[src/sv/bds_pkg.sv]
package bds_pkg;

    localparam logic [1:0] MODE_OFF = 2'd0;
    localparam logic [1:0] MODE_2X  = 2'd1;
    localparam logic [1:0] MODE_3X  = 2'd2;

    localparam logic [1:0] REG_SCALE_MODE = 2'd0;
    localparam logic [1:0] REG_DST_WIDTH  = 2'd1;
    localparam logic [1:0] REG_DST_HEIGHT = 2'd2;

    localparam int          LANES         = 4;
    localparam int          LANE_W        = 12;
    localparam int          SUM_W         = LANES * LANE_W;
    localparam logic [28:0] RECIP_NINE    = 29'd477218588;
    localparam logic [12:0] MAX_DST_LINES = 13'd4096;
    localparam logic [11:0] LINE_LAST_MAX = 12'hfff;

    typedef struct packed {
        logic [1:0]  scale_mode;
        logic [10:0] dst_width;
        logic [12:0] dst_height;
    } cfg_t;

    typedef struct packed {
        logic [31:0] dst_pixel;
        logic        end_of_line;
        logic        end_of_frame;
    } res_t;

    function automatic logic [SUM_W-1:0] unpack_pixel(input logic [31:0] p);
        logic [SUM_W-1:0] r;
        r = '0;
        for (int k = 0; k < LANES; k++)
        begin
            r[k*LANE_W +: LANE_W] = {4'd0, p[k*8 +: 8]};
        end
        return r;
    endfunction

    function automatic logic [SUM_W-1:0] lane_add(input logic [SUM_W-1:0] a,
                                                  input logic [SUM_W-1:0] b);
        logic [SUM_W-1:0] r;
        r = '0;
        for (int k = 0; k < LANES; k++)
        begin
            r[k*LANE_W +: LANE_W] = a[k*LANE_W +: LANE_W] + b[k*LANE_W +: LANE_W];
        end
        return r;
    endfunction

    function automatic logic [31:0] average(input logic [SUM_W-1:0] sums,
                                            input logic             by_two);
        logic [31:0]       r;
        logic [LANE_W-1:0] s;
        logic [40:0]       prod;
        r = '0;
        for (int k = 0; k < LANES; k++)
        begin
            s    = sums[k*LANE_W +: LANE_W];
            prod = {29'd0, s} * {12'd0, RECIP_NINE};
            if (by_two)
            begin
                r[k*8 +: 8] = s[9:2];
            end
            else
            begin
                r[k*8 +: 8] = prod[39:32];
            end
        end
        return r;
    endfunction

endpackage

[src/sv/bds_out_buf.sv]
module bds_out_buf
    import bds_pkg::*;
(
    input  logic clk,
    input  logic rst_n,
    input  logic push,
    input  res_t push_res,
    output logic push_ready,
    output logic out_valid,
    input  logic out_ready,
    output res_t out_res
);

    res_t main_reg;
    res_t skid_reg;
    logic main_valid_reg;
    logic skid_valid_reg;
    logic load;

    assign push_ready = ~skid_valid_reg;
    assign out_valid  = main_valid_reg;
    assign out_res    = main_reg;
    assign load       = ~main_valid_reg | out_ready;

    always_ff @(posedge clk)
    begin
        if (load)
        begin
            main_reg <= skid_valid_reg ? skid_reg : push_res;
        end
        else if (push)
        begin
            skid_reg <= push_res;
        end
    end

    always_ff @(posedge clk or negedge rst_n)
    begin
        if (!rst_n)
        begin
            main_valid_reg <= 1'b0;
            skid_valid_reg <= 1'b0;
        end
        else if (load)
        begin
            main_valid_reg <= skid_valid_reg | push;
            skid_valid_reg <= 1'b0;
        end
        else if (push)
        begin
            skid_valid_reg <= 1'b1;
        end
    end

endmodule

[config.mk]
export PLATFORM = sky130hd
export DESIGN_NAME = bds_out_buf
export DESIGN_NICKNAME = d
export VERILOG_FILES = /design/src/sv/bds_pkg.sv /design/src/sv/bds_out_buf.sv
export SDC_FILE = /design/constraint.sdc
export NUM_CORES = 1
export LEC_CHECK = 0
export BUFFER_PORTS_ARGS = -buffer_cell sky130_fd_sc_hd__buf_2
export CORE_UTILIZATION = 45
export DETAILED_ROUTE_END_ITERATION = 16
export GPL_ROUTABILITY_DRIVEN = 0
export PLACE_DENSITY = 0.76
export SLEW_MARGIN = 5
export SYNTH_ARGS = -nofsm -noshare
export SYNTH_HDL_FRONTEND = slang
export SYNTH_SLANG_ARGS = --single-unit
[constraint.sdc]
create_clock -name clk -period 3.1 [get_ports clk]
set_input_delay 0.155 -clock clk [delete_from_list [all_inputs] [get_ports clk]]
set_output_delay 0.155 -clock clk [all_outputs]
set_load 0.005 [all_outputs]
==> run summary <==
Top Ports - 74
Seq/Total Area, Yosys - 78.06%
Critical Path Max Stage Delay - 1.09 ns
DR vias - 1282
Hold Startpoint - push_res[17]
endpoints failing setup - 0
clk root buf - clkbuf_8
area leader, netlist - edfxtp_1
clk buf depth - 2
Worst EP arrival - 1.65 ns
largest net degree at the start of global routing - 37
GR Overflow Total - 0
Post-CTS Hold Fix Bufs - 1
Slew @ Worst Pin - 1.085 ns
maximum vdd ir drop - 0.4918 mV
initial antenna violation count - 0
post-CTS setup repair buffer count - 0
routed len/inst - 14.92 microns
final wirelength - 4119 microns
CTS tree - built
crit start category - flop
Slew HR - 27.64%
leading post-synthesis cells by cell area - edfxtp_1 76%, mux2_4 16%, mux2_2 2.5%
initial drt markers - 91
Async SR Flop Fraction - 2.857%
RR Startpoint - skid_valid_reg$_DFFE_PN0P_
yosys warns - 0
drt first pass iters - 4
Layout area overhead - 23.81%
Worst Setup Path Type - flop to output port
Synth Instances - 115
Syn Area/Cell - 23.30 sq um
Post-synth EDFFs - 68
top cell type's share of synthesized area - 76.19%
Ant. Diodes - 0
outcome - finished, final reports clean
first-pass GRT wire length - 6458 microns
cts repair resizes - 0
CTS clk-pin slew, worst paths - 0.07 ns
Post-DRT Antenna Nets - 0
slowest CP cell - dfrtp_2
Leak Pwr - 0.001334 uW
min cycle time layout - 1.806 ns
Setup crit start - skid_valid_reg$_DFFE_PN0P_
Worst-Skew Late Latency - 0.33 ns
Core ar. - 5608 sq um
Mapped Area - 2680 sq um
Rows - 27
full die area - 6269 sq um
critical-path cell list - inv_1, buf_2
H-tree depth - 3
Max Clock Skew - 0.005362 ns
Primary FF master, synth - edfxtp_1
Power Dens Cells - 631.9 nW/um^2
Worst EP required - 2.94 ns
synth cell count leaders - 68 x edfxtp_1, 28 x mux2_4, 6 x mux2_2, 3 x buf_12, 3 x nor2_1
Max Cap Viol - 0
Final HPWL DP - 2538 microns
Net Count, Synth - 153
Setup crit end kind - output port
Die Wd - 79.18 microns
share of cells above drive strength 1 - 60.78%
Synth Register Bits - 70
Fin. Hold Viols - 0
DRC viols - 0
vias per inst - 4.645
RSZ-0062 raised after global routing - false
Hold Crit Class - input port to flop
die height - 79.18 microns
Synth cell types - 10
Worst Path Max Fanout - 36
Initial Utilization - 47.79%
final hold slack - 0.01831 ns
Final TNS setup - 0 ns
Sink Count - 70
Peak Freq - 553.7 MHz
nets@finish - 237
Slew Viols, Final - 0
Buffers on Ports - 73
final worst path period share - 58.26%
vias in the first global route - 1244
most common cell in the netlist - edfxtp_1
GR Util All Layers - 14.51%
Num CTS Buffers - 9
[layout make-up]
| class | instances | area (sq um) |
|---|---|---|
| Timing Repair Buffer | 77 | 402.9 |
| Clock buffer | 11 | 131.4 |
| Multi-Input combinational cell | 39 | 519.2 |
| Clock inverter | 5 | 73.82 |
| Sequential cell | 70 | 2093 |
| Tap cell | 72 | 90.09 |
| Inverter | 2 | 7.507 |
| Fill cell | 456 | 2290 |
[worst paths after layout]
| path | to | slack [ns] | cells after the start |
|---|---|---|---|
| hold / removal | skid_reg[17]$_DFFE_PP_ | 0.02 | 1 |
| max in group asynchronous | skid_valid_reg$_DFFE_PN0P_ | 2.85 | 2 |
| setup / recovery | push_ready | 1.29 | 2 |
| min in group asynchronous | skid_valid_reg$_DFFE_PN0P_ | 0.15 | 2 |
| hold reg to reg | out_res[21]$_DFFE_PP_ | 0.55 | 1 |
| setup reg to reg | out_res[0]$_DFFE_PP_ | 1.33 | 1 |
[where the power goes]
group	leakage [uW]	internal [uW]	total, uW	switching [uW]
logic	0.000553	109	178	69.2
registers	0.000677	1120	1150	33.6
clock network	0.000105	449	766	317
total	0.00133	1680	2100	420
[logic make-up (layout without fill, tap and decap cells)]
kind of cell / count (synthesis) / after routing / share of synthesized area (%)
DFF: 70 / 70 / 78.06
muxes: 34 / 34 / 18.21
buffers and inverters: 6 / 95 / 2.941
and+or+nand+nor: 5 / 5 / 0.7936
[per-stage QoR]
step	cells	power (uW)	utilization, %	setup slack [ns]	instance area, sq um
global route	276	2185	59.17	1.154	3318
CTS	274	2115	58.81	1.268	3298
detailed placement	257	1353	54.98	1.341	3083
finish	276	2097	59.17	1.294	3318
global placement	257	1345	54.98	1.390	3083
floorplan	115	1273	-	0.5063	2683
[placed cells by master, fill, tap and decap left out]
| cell | Yosys | final |
|---|---|---|
| nand2_1 | 1 | 1 |
| nand2b_2 | 0 | 1 |
| clkinv_2 | 0 | 2 |
| clkinv_1 | 0 | 1 |
| dfrtp_1 | 2 | 1 |
| nor2_4 | 0 | 1 |
| clkbuf_8 | 0 | 9 |
| dlygate4sd3_1 | 0 | 3 |
| inv_1 | 2 | 2 |
| mux2_4 | 28 | 28 |
| bufinv_16 | 0 | 2 |
| buf_2 | 0 | 73 |
| nor2_1 | 3 | 2 |
| edfxtp_1 | 68 | 68 |
| buf_4 | 0 | 1 |
| mux2_2 | 6 | 6 |
| clkbuf_1 | 0 | 2 |
| dfrtp_2 | 0 | 1 |
[per-layer routing]
metal	wire, microns	track usage (%)	vias to the layer above
met5	0	0	-
met4	66	8.727	0
met3	249	3.333	6
met2	2000	21.38	51
met1	1802	19.58	609
li1	-	-	616
[critical path, delay by kind of cell (launching register included)]
family / cells / cell delay [ns]
buf+inv: 2 / 0.24
flops: 1 / 1.09
Note: power is estimated with default switching activity, not from simulation.
