==> config.mk <==
export PLATFORM = sky130hd
export DESIGN_NAME = bds_regs
export DESIGN_NICKNAME = d
export VERILOG_FILES = /design/src/sv/bds_pkg.sv /design/src/sv/bds_regs.sv
export SDC_FILE = /design/constraint.sdc
export NUM_CORES = 1
export LEC_CHECK = 0
export BUFFER_PORTS_ARGS = -buffer_cell sky130_fd_sc_hd__buf_2
export CAP_MARGIN = 40
export CORE_ASPECT_RATIO = 0.8
export CORE_MARGIN = 2
export CORE_UTILIZATION = 40
export DETAILED_ROUTE_END_ITERATION = 6
export GPL_ROUTABILITY_DRIVEN = 0
export GPL_TIMING_DRIVEN = 0
export PLACE_DENSITY = 0.8
export REMOVE_ABC_BUFFERS = 1
export SYNTH_ARGS = -nofsm -noshare
export SYNTH_HDL_FRONTEND = slang
export SYNTH_SLANG_ARGS = --single-unit
==> constraint.sdc <==
create_clock -name clk -period 1.9 [get_ports clk]
set_input_delay 0.475 -clock clk [delete_from_list [all_inputs] [get_ports clk]]
set_output_delay 0.475 -clock clk [all_outputs]
set_load 0.005 [all_outputs]
==> src/sv/bds_pkg.sv <==
package bds_pkg;

    localparam logic [1:0] MODE_OFF = 2'd0;
    localparam logic [1:0] MODE_2X  = 2'd1;
    localparam logic [1:0] MODE_3X  = 2'd2;

    localparam logic [1:0] REG_SCALE_MODE = 2'd0;
    localparam logic [1:0] REG_DST_WIDTH  = 2'd1;
    localparam logic [1:0] REG_DST_HEIGHT = 2'd2;

    localparam int          LANES         = 4;
    localparam int          LANE_W        = 12;
    localparam int          SUM_W         = LANES * LANE_W;
    localparam logic [28:0] RECIP_NINE    = 29'd477218588;
    localparam logic [12:0] MAX_DST_LINES = 13'd4096;
    localparam logic [11:0] LINE_LAST_MAX = 12'hfff;

    typedef struct packed {
        logic [1:0]  scale_mode;
        logic [10:0] dst_width;
        logic [12:0] dst_height;
    } cfg_t;

    typedef struct packed {
        logic [31:0] dst_pixel;
        logic        end_of_line;
        logic        end_of_frame;
    } res_t;

    function automatic logic [SUM_W-1:0] unpack_pixel(input logic [31:0] p);
        logic [SUM_W-1:0] r;
        r = '0;
        for (int k = 0; k < LANES; k++)
        begin
            r[k*LANE_W +: LANE_W] = {4'd0, p[k*8 +: 8]};
        end
        return r;
    endfunction

    function automatic logic [SUM_W-1:0] lane_add(input logic [SUM_W-1:0] a,
                                                  input logic [SUM_W-1:0] b);
        logic [SUM_W-1:0] r;
        r = '0;
        for (int k = 0; k < LANES; k++)
        begin
            r[k*LANE_W +: LANE_W] = a[k*LANE_W +: LANE_W] + b[k*LANE_W +: LANE_W];
        end
        return r;
    endfunction

    function automatic logic [31:0] average(input logic [SUM_W-1:0] sums,
                                            input logic             by_two);
        logic [31:0]       r;
        logic [LANE_W-1:0] s;
        logic [40:0]       prod;
        r = '0;
        for (int k = 0; k < LANES; k++)
        begin
            s    = sums[k*LANE_W +: LANE_W];
            prod = {29'd0, s} * {12'd0, RECIP_NINE};
            if (by_two)
            begin
                r[k*8 +: 8] = s[9:2];
            end
            else
            begin
                r[k*8 +: 8] = prod[39:32];
            end
        end
        return r;
    endfunction

endpackage

==> src/sv/bds_regs.sv <==
module bds_regs
    import bds_pkg::*;
(
    input  logic        clk,
    input  logic        rst_n,
    input  logic        psel,
    input  logic        penable,
    input  logic        pwrite,
    input  logic [3:0]  paddr,
    input  logic [31:0] pwdata,
    output logic [31:0] prdata,
    output logic        pready,
    output cfg_t        cfg
);

    cfg_t cfg_reg;
    logic wr_en;

    assign pready = 1'b1;
    assign wr_en  = psel & penable & pwrite;
    assign cfg    = cfg_reg;

    always_ff @(posedge clk or negedge rst_n)
    begin
        if (!rst_n)
        begin
            cfg_reg.scale_mode <= MODE_OFF;
            cfg_reg.dst_width  <= 11'd1;
            cfg_reg.dst_height <= 13'd1;
        end
        else if (wr_en)
        begin
            case (paddr[3:2])
                REG_SCALE_MODE: cfg_reg.scale_mode <= pwdata[1:0];
                REG_DST_WIDTH:  cfg_reg.dst_width  <= pwdata[10:0];
                REG_DST_HEIGHT: cfg_reg.dst_height <= pwdata[12:0];
                default:        cfg_reg <= cfg_reg;
            endcase
        end
    end

    always_comb
    begin
        case (paddr[3:2])
            REG_SCALE_MODE: prdata = {30'd0, cfg_reg.scale_mode};
            REG_DST_WIDTH:  prdata = {21'd0, cfg_reg.dst_width};
            REG_DST_HEIGHT: prdata = {19'd0, cfg_reg.dst_height};
            default:        prdata = 32'd0;
        endcase
    end

endmodule

==> results_dict.tcl, run 1 <==
set metrics [dict create \
    drv_slew 0 \
    tritoncts "done" \
    clock-root-buffer "clkbuf_8" \
    synthMuxAreaShare 0.260 \
    period_needed_ns 1.80 \
    crit_top_cell "buf_2" \
    setup_slack_ns 0.104 \
    antenna_found_initial 0 \
    ys_seq_area_frac 0.486 \
    cp_max_fo 8 \
    synth_simple_gate_area_frac 0.0474 \
    core-area_sq_mm 0.00315 \
    net-switching-power_mw 0.441 \
    wl_per_cell_microns 14.4 \
    hold_viol 0 \
    cp_num_buf_inv 3 \
    slowest_delay_ns 0.23 \
    maxCapViolCount 0 \
    multi_input_area_sq_um 593 \
    synth.avg_cell_area_sq_um 13.2 \
    seqCellArea_sq_um 653 \
    finalInstanceArea_sq_mm 0.00168 \
    synth_compound_area_frac 0.0660 \
    post-place-cells 196 \
    io_pins 100 \
    via_per_inst 4.79 \
    worstSetupPathType "input pin to output port" \
    powerDensity_mw_per_mm2 1000 \
    dp_slack_ns -0.0896 \
    ant_nets 0 \
    synth.area.top_cells "dfrtp_1 (45%), mux2_2 (13%), buf_4 (12%), mux2_4 (11%), a22o_1 (5.9%)" \
    dieWidth_microns 68.8 \
    synth_top_family_by_area "multiplexers" \
    max_freq_ghz 0.557 \
    period_share 0.945 \
    clock_skew_ns 0 \
    leakage_nw 0.920 \
    synth_top_cells_by_count "dfrtp_1 (24), buf_4 (21), mux2_2 (16)" \
    synthAdderAreaFrac 0 \
    grt_pass1_wl_microns 4620 \
    yosys.area_share.xor_xnor 0 \
    async_flop_share 1.00 \
    pwr-share-seq 0.466 \
    overflow 0 \
    synthesis.area_sq_mm 0.00135 \
    cp_slowest_cell "nor2b_4" \
    route.detailed.drc 0 \
    synth_edf_count 0 \
    synth.most_common_cell "dfrtp_1" \
    track_usage 0.160 \
    final_cells 200 \
    required_ns 1.42 \
    grt_start_max_net_pins 27 \
    status "completed" \
    grt_pass1_vias 936 \
    p_clk_frac 0.268 \
    io_buffers 58 \
    worst_pin_slew_ns 0.729 \
    cts_hold_buf 0 \
    clk_pin_slew_ns 0.09 \
    num-nets-final 202 \
    ys.warnings.count 0 \
    fillers 281 \
    synth-seq-cells 26 \
    yosys.cell_types.count 19 \
    postCtsSetupBuffers 0 \
    cp.arrival_ns 1.32 \
    die_area_sq_mm 0.00385 \
    cts_buffer_depth 2 \
    hold_path.class "input pin to asynchronous set/reset pin" \
    holdWs_ns 0.195 \
    critPathTopFamily "buffers and inverters" \
    p_comb_frac 0.266 \
    fp.dieH_microns 55.9 \
    placed_area_sq_mm 0.00160 \
    first_iter_violations 25 \
    finalSetupViolCount 0 \
    peakVddDrop_v 0.000591 \
    intPower_mw 1.25 \
    clock_sinks 26 \
    startpoint_type "input pin" \
    start_util 0.427 \
    ys.flop_type "dfrtp_1" \
    switching_share 0.261 \
    syn_inst 102 \
    cts.htree.levels 1 \
    cts_resized 2 \
    drive_gt1_frac 0.600 \
    totalWireLength_microns 2880 \
    worstSkewPairLatency_ns 0.26 \
    diodes 0 \
    path_cells "buf_2, nor2b_4, buf_4, a22o_1, buf_2" \
    largest_reg_flops 26 \
    rsz0062_at_grt "false" \
    area_growth_pct 25.2 \
    num_vias 958 \
    drt_pass1_iterations 4 \
    endpoint_kind "output port" \
    place_hpwl_microns 2140 \
    cts_made_buffers 3 \
    rows 18 \
    synth_top_area_frac 0.447 \
    relSlewSlack 0.514 \
    synth_top_area_cell "dfrtp_1" \
]
layout by cell type, fill, tap and decap left out:
cell / instances
buf_2: 58
dfrtp_1: 24
conb_1: 20
mux2_2: 16
mux2_4: 10
a22o_1: 9
clkbuf_8: 3
nor2b_4: 2
mux2i_1: 2
nand2_1: 2
o21ai_0: 2
and2_1: 2
dfstp_2: 2
buf_4: 2
nand3_1: 1
or3b_1: 1
nor3b_2: 1
nor3_1: 1
bufinv_16: 1
buf_6: 1
metal layers:
layer	track usage	up-vias	routed length, microns
li1	-	430	-
met1	0.205	474	1220
met2	0.277	54	1420
met3	0.0445	0	230
met4	0.00840	0	0
met5	0	-	0
through the flow:
| step | power [mW] | TNS, ns | util |
|---|---|---|---|
| finish | 1.69 | 0 | 0.534 |
| global route | 1.81 | 0 | 0.534 |
| CTS | 1.71 | 0 | 0.531 |
| detailed placement | 1.25 | -0.978 | 0.507 |
| global placement | 1.22 | -7.38 | 0.498 |
| floorplan | 1.01 | 0 | - |
area by class of cell:
| class | instances | area share |
|---|---|---|
| multi-input combinational | 69 | 0.352 |
| sequential | 26 | 0.388 |
| tap | 40 | 0.0297 |
| clock buffer | 3 | 0.0245 |
| clock inverter | 1 | 0.0178 |
| timing repair buffer | 61 | 0.188 |
path summary, 6_finish.rpt:
path	startpoint	endpoint	slack, ns	cells past startpoint
setup reg to reg	cfg[24]	cfg[24]	1.11	1
min in group clk	pwdata[12]	cfg[12]	0.44	2
hold reg to reg	cfg[12]	cfg[12]	0.53	1
setup / recovery	paddr[3]	prdata[7]	0.10	5
hold / removal	rst_n	cfg[23]	0.20	1
max in group asynchronous	rst_n	cfg[18]	1.31	1
logic make-up (layout without fill, tap and decap cells):
group                  Yosys count  after routing
AO/OA/AOI/OAI                   11             11
other                            2             20
multiplexers                    28             28
AND/OR/NAND/NOR                 10             10
buffers and inverters           25             65
flip-flops                      26             26
power groups by stage:
| stage | Clock, mW | Combinational, mW | Sequential (mW) |
|---|---|---|---|
| final | 0.453 | 0.449 | 0.788 |
| after global routing | 0.503 | 0.497 | 0.809 |
| after CTS | 0.468 | 0.455 | 0.789 |
| after detailed placement | 0 | 0.453 | 0.800 |
| after global placement | 0 | 0.436 | 0.782 |
| after floorplan | 0 | 0.207 | 0.798 |
Power figures use the tool's default switching activity.
==> run 2, diff against run 1 <==
--- a/config.mk
+++ b/config.mk
@@ -9,11 +9,11 @@
 export CAP_MARGIN = 40
 export CORE_ASPECT_RATIO = 0.8
 export CORE_MARGIN = 2
-export CORE_UTILIZATION = 40
+export CORE_UTILIZATION = 35
 export DETAILED_ROUTE_END_ITERATION = 6
 export GPL_ROUTABILITY_DRIVEN = 0
 export GPL_TIMING_DRIVEN = 0
-export PLACE_DENSITY = 0.8
+export PLACE_DENSITY = 0.71
 export REMOVE_ABC_BUFFERS = 1
 export SYNTH_ARGS = -nofsm -noshare
 export SYNTH_HDL_FRONTEND = slang
==> run 2 against run 1 <==
Compared with the run above:
- die area grew 13%
- wire length shrank 3.0%
- largest cell class unchanged
- critical path depth is the same
- clock-buffer cell count is the same
- flip-flop and latch count is the same
- maximum frequency shrank 2.4%
- critical endpoint is now prdata[2]
- sequential share of layout area shrank 0.29 points
==> results_dict.tcl, run 2 (same netlist as run 1, synthesis figures left out) <==
set metrics [dict create \
    totalWireLength_microns 2790 \
    largest_reg_flops 26 \
    endpoint "prdata[2]" \
    fillers 349 \
    hold_path.class "input pin to asynchronous set/reset pin" \
    fin_setup_tns_ns 0 \
    die_area_sq_mm 0.00436 \
    diodes 0 \
    wl_per_cell_microns 13.6 \
    maxCapViolCount 0 \
    antenna_found_initial 0 \
    track_usage 0.126 \
    clk_pin_slew_ns 0.09 \
    area_growth_pct 26.1 \
    leakage_nw 0.926 \
    grt_pass1_vias 822 \
    route.detailed.drc 0 \
    rrSetupSlack_ns 1.11 \
    tritoncts "done" \
    overflow 0 \
    final_util 0.452 \
    rows 20 \
    path_cells "buf_2, nor2b_4, buf_4, a22o_1, buf_2" \
    place_hpwl_microns 2110 \
    num_vias 956 \
    slowest_delay_ns 0.26 \
    mostFrequentLayoutCells "buf_2 (58), dfrtp_1 (24), conb_1 (20), mux2_2 (16), mux2_4 (10)" \
    clock-root-buffer "clkbuf_8" \
    cts_buffer_depth 2 \
    worst_pin_slew_ns 0.727 \
    final_common_cell "buf_2" \
    powerDensity_mw_per_mm2 993 \
    cts_hold_buf 0 \
    startpoint_type "input pin" \
    ant_nets 0 \
    cp_max_fo 7 \
    cp-startpoint "paddr[3]" \
    drt_pass1_iterations 4 \
    grt_util_met3 0.0408 \
    relSlewSlack 0.516 \
    required_ns 1.42 \
    period_share 0.968 \
    io_pins 100 \
    core-area_sq_mm 0.00375 \
    met2_usage 0.190 \
    drv_slew 0 \
    first_iter_violations 20 \
    cts.htree.levels 1 \
    peakVddDrop_v 0.000455 \
    worstRegToRegCells 1 \
    drive_gt1_frac 0.602 \
    reg2reg_from "cfg[12]" \
    grt_pass1_wl_microns 4110 \
    met1_usage 0.182 \
    grt_start_max_net_pins 27 \
    cts_made_buffers 3 \
    num-nets-final 203 \
    dieWidth_microns 73.3 \
    endpoint_kind "output port" \
    cp_slowest_cell "nor2b_4" \
    fp.dieH_microns 59.4 \
    worstSetupPathType "input pin to output port" \
    via_per_inst 4.66 \
    period_needed_ns 1.84 \
    max_freq_ghz 0.543 \
    finalSetupViolCount 0 \
    rsz0062_at_grt "false" \
    r2r_end "cfg[12]" \
    io_buffers 58 \
    busiest_layer "met2" \
    crit_top_cell "buf_2" \
    start_util 0.358 \
    clock_sinks 26 \
    cp.arrival_ns 1.36 \
    status "completed" \
    hold_viol 0 \
    worstSkewPairLatency_ns 0.26 \
    clock_skew_ns 0 \
]
-- run 2: layout make-up --
type | count | area, sq um | share of cell area
repair buffers | 62 | 324 | 0.191
well taps | 44 | 55.1 | 0.0324
clock inverters | 1 | 30.0 | 0.0177
multi-input cells | 69 | 593 | 0.350
flip-flops and latches | 26 | 653 | 0.385
clock buffers | 3 | 41.3 | 0.0243
-- run 2: routing by layer --
layer	up-vias	share of wire
li1	431	-
met1	465	0.46
met2	58	0.43
met3	2	0.099
met4	0	0.0036
met5	-	0
-- run 2: critical path: cells and delay by family --
family | cells | cell delay, ns
AND/OR/NAND/NOR | 1 | 0.26
AO/OA/AOI/OAI | 1 | 0.14
buffers and inverters | 3 | 0.48
-- run 2: how the worst min path moves through the flow --
stage          startpoint      end  slack [ns]
2_1_floorplan       rst_n  cfg[10]        0.18
3_3_place_gp        rst_n  cfg[15]        0.51
3_5_place_dp      cfg[11]  cfg[11]        0.51
4_1_cts             rst_n   cfg[2]        0.21
5_1_grt             rst_n   cfg[2]        0.23
6_report            rst_n  cfg[15]        0.20
-- run 2: per-stage QoR --
step                      power, mW  setup slack, ns  std cells  instance area, sq um  hold slack, ns
after floorplan                1.01            0.171         95                  1230           0.179
after global placement         1.23           -0.443        197                  1580           0.506
after detailed placement       1.24           -0.209        200                  1600           0.510
after CTS                      1.71           0.0367        204                  1690           0.214
after global routing           1.79           0.0122        205                  1700           0.230
final                          1.68           0.0600        205                  1700           0.198
-- run 2: where the power goes --
part           switching (mW)  total [mW]  internal [mW]
Combinational           0.166       0.446          0.280
Sequential             0.0973       0.787          0.690
Clock                   0.170       0.452          0.282
Total                   0.434        1.68           1.25
-- run 2: repair_timing --
item | 4_1_cts | 5_1_grt
endpoints found under the setup margin | 13 | 1
resized for setup | 4 | 0
setup buffers | 0 | 1
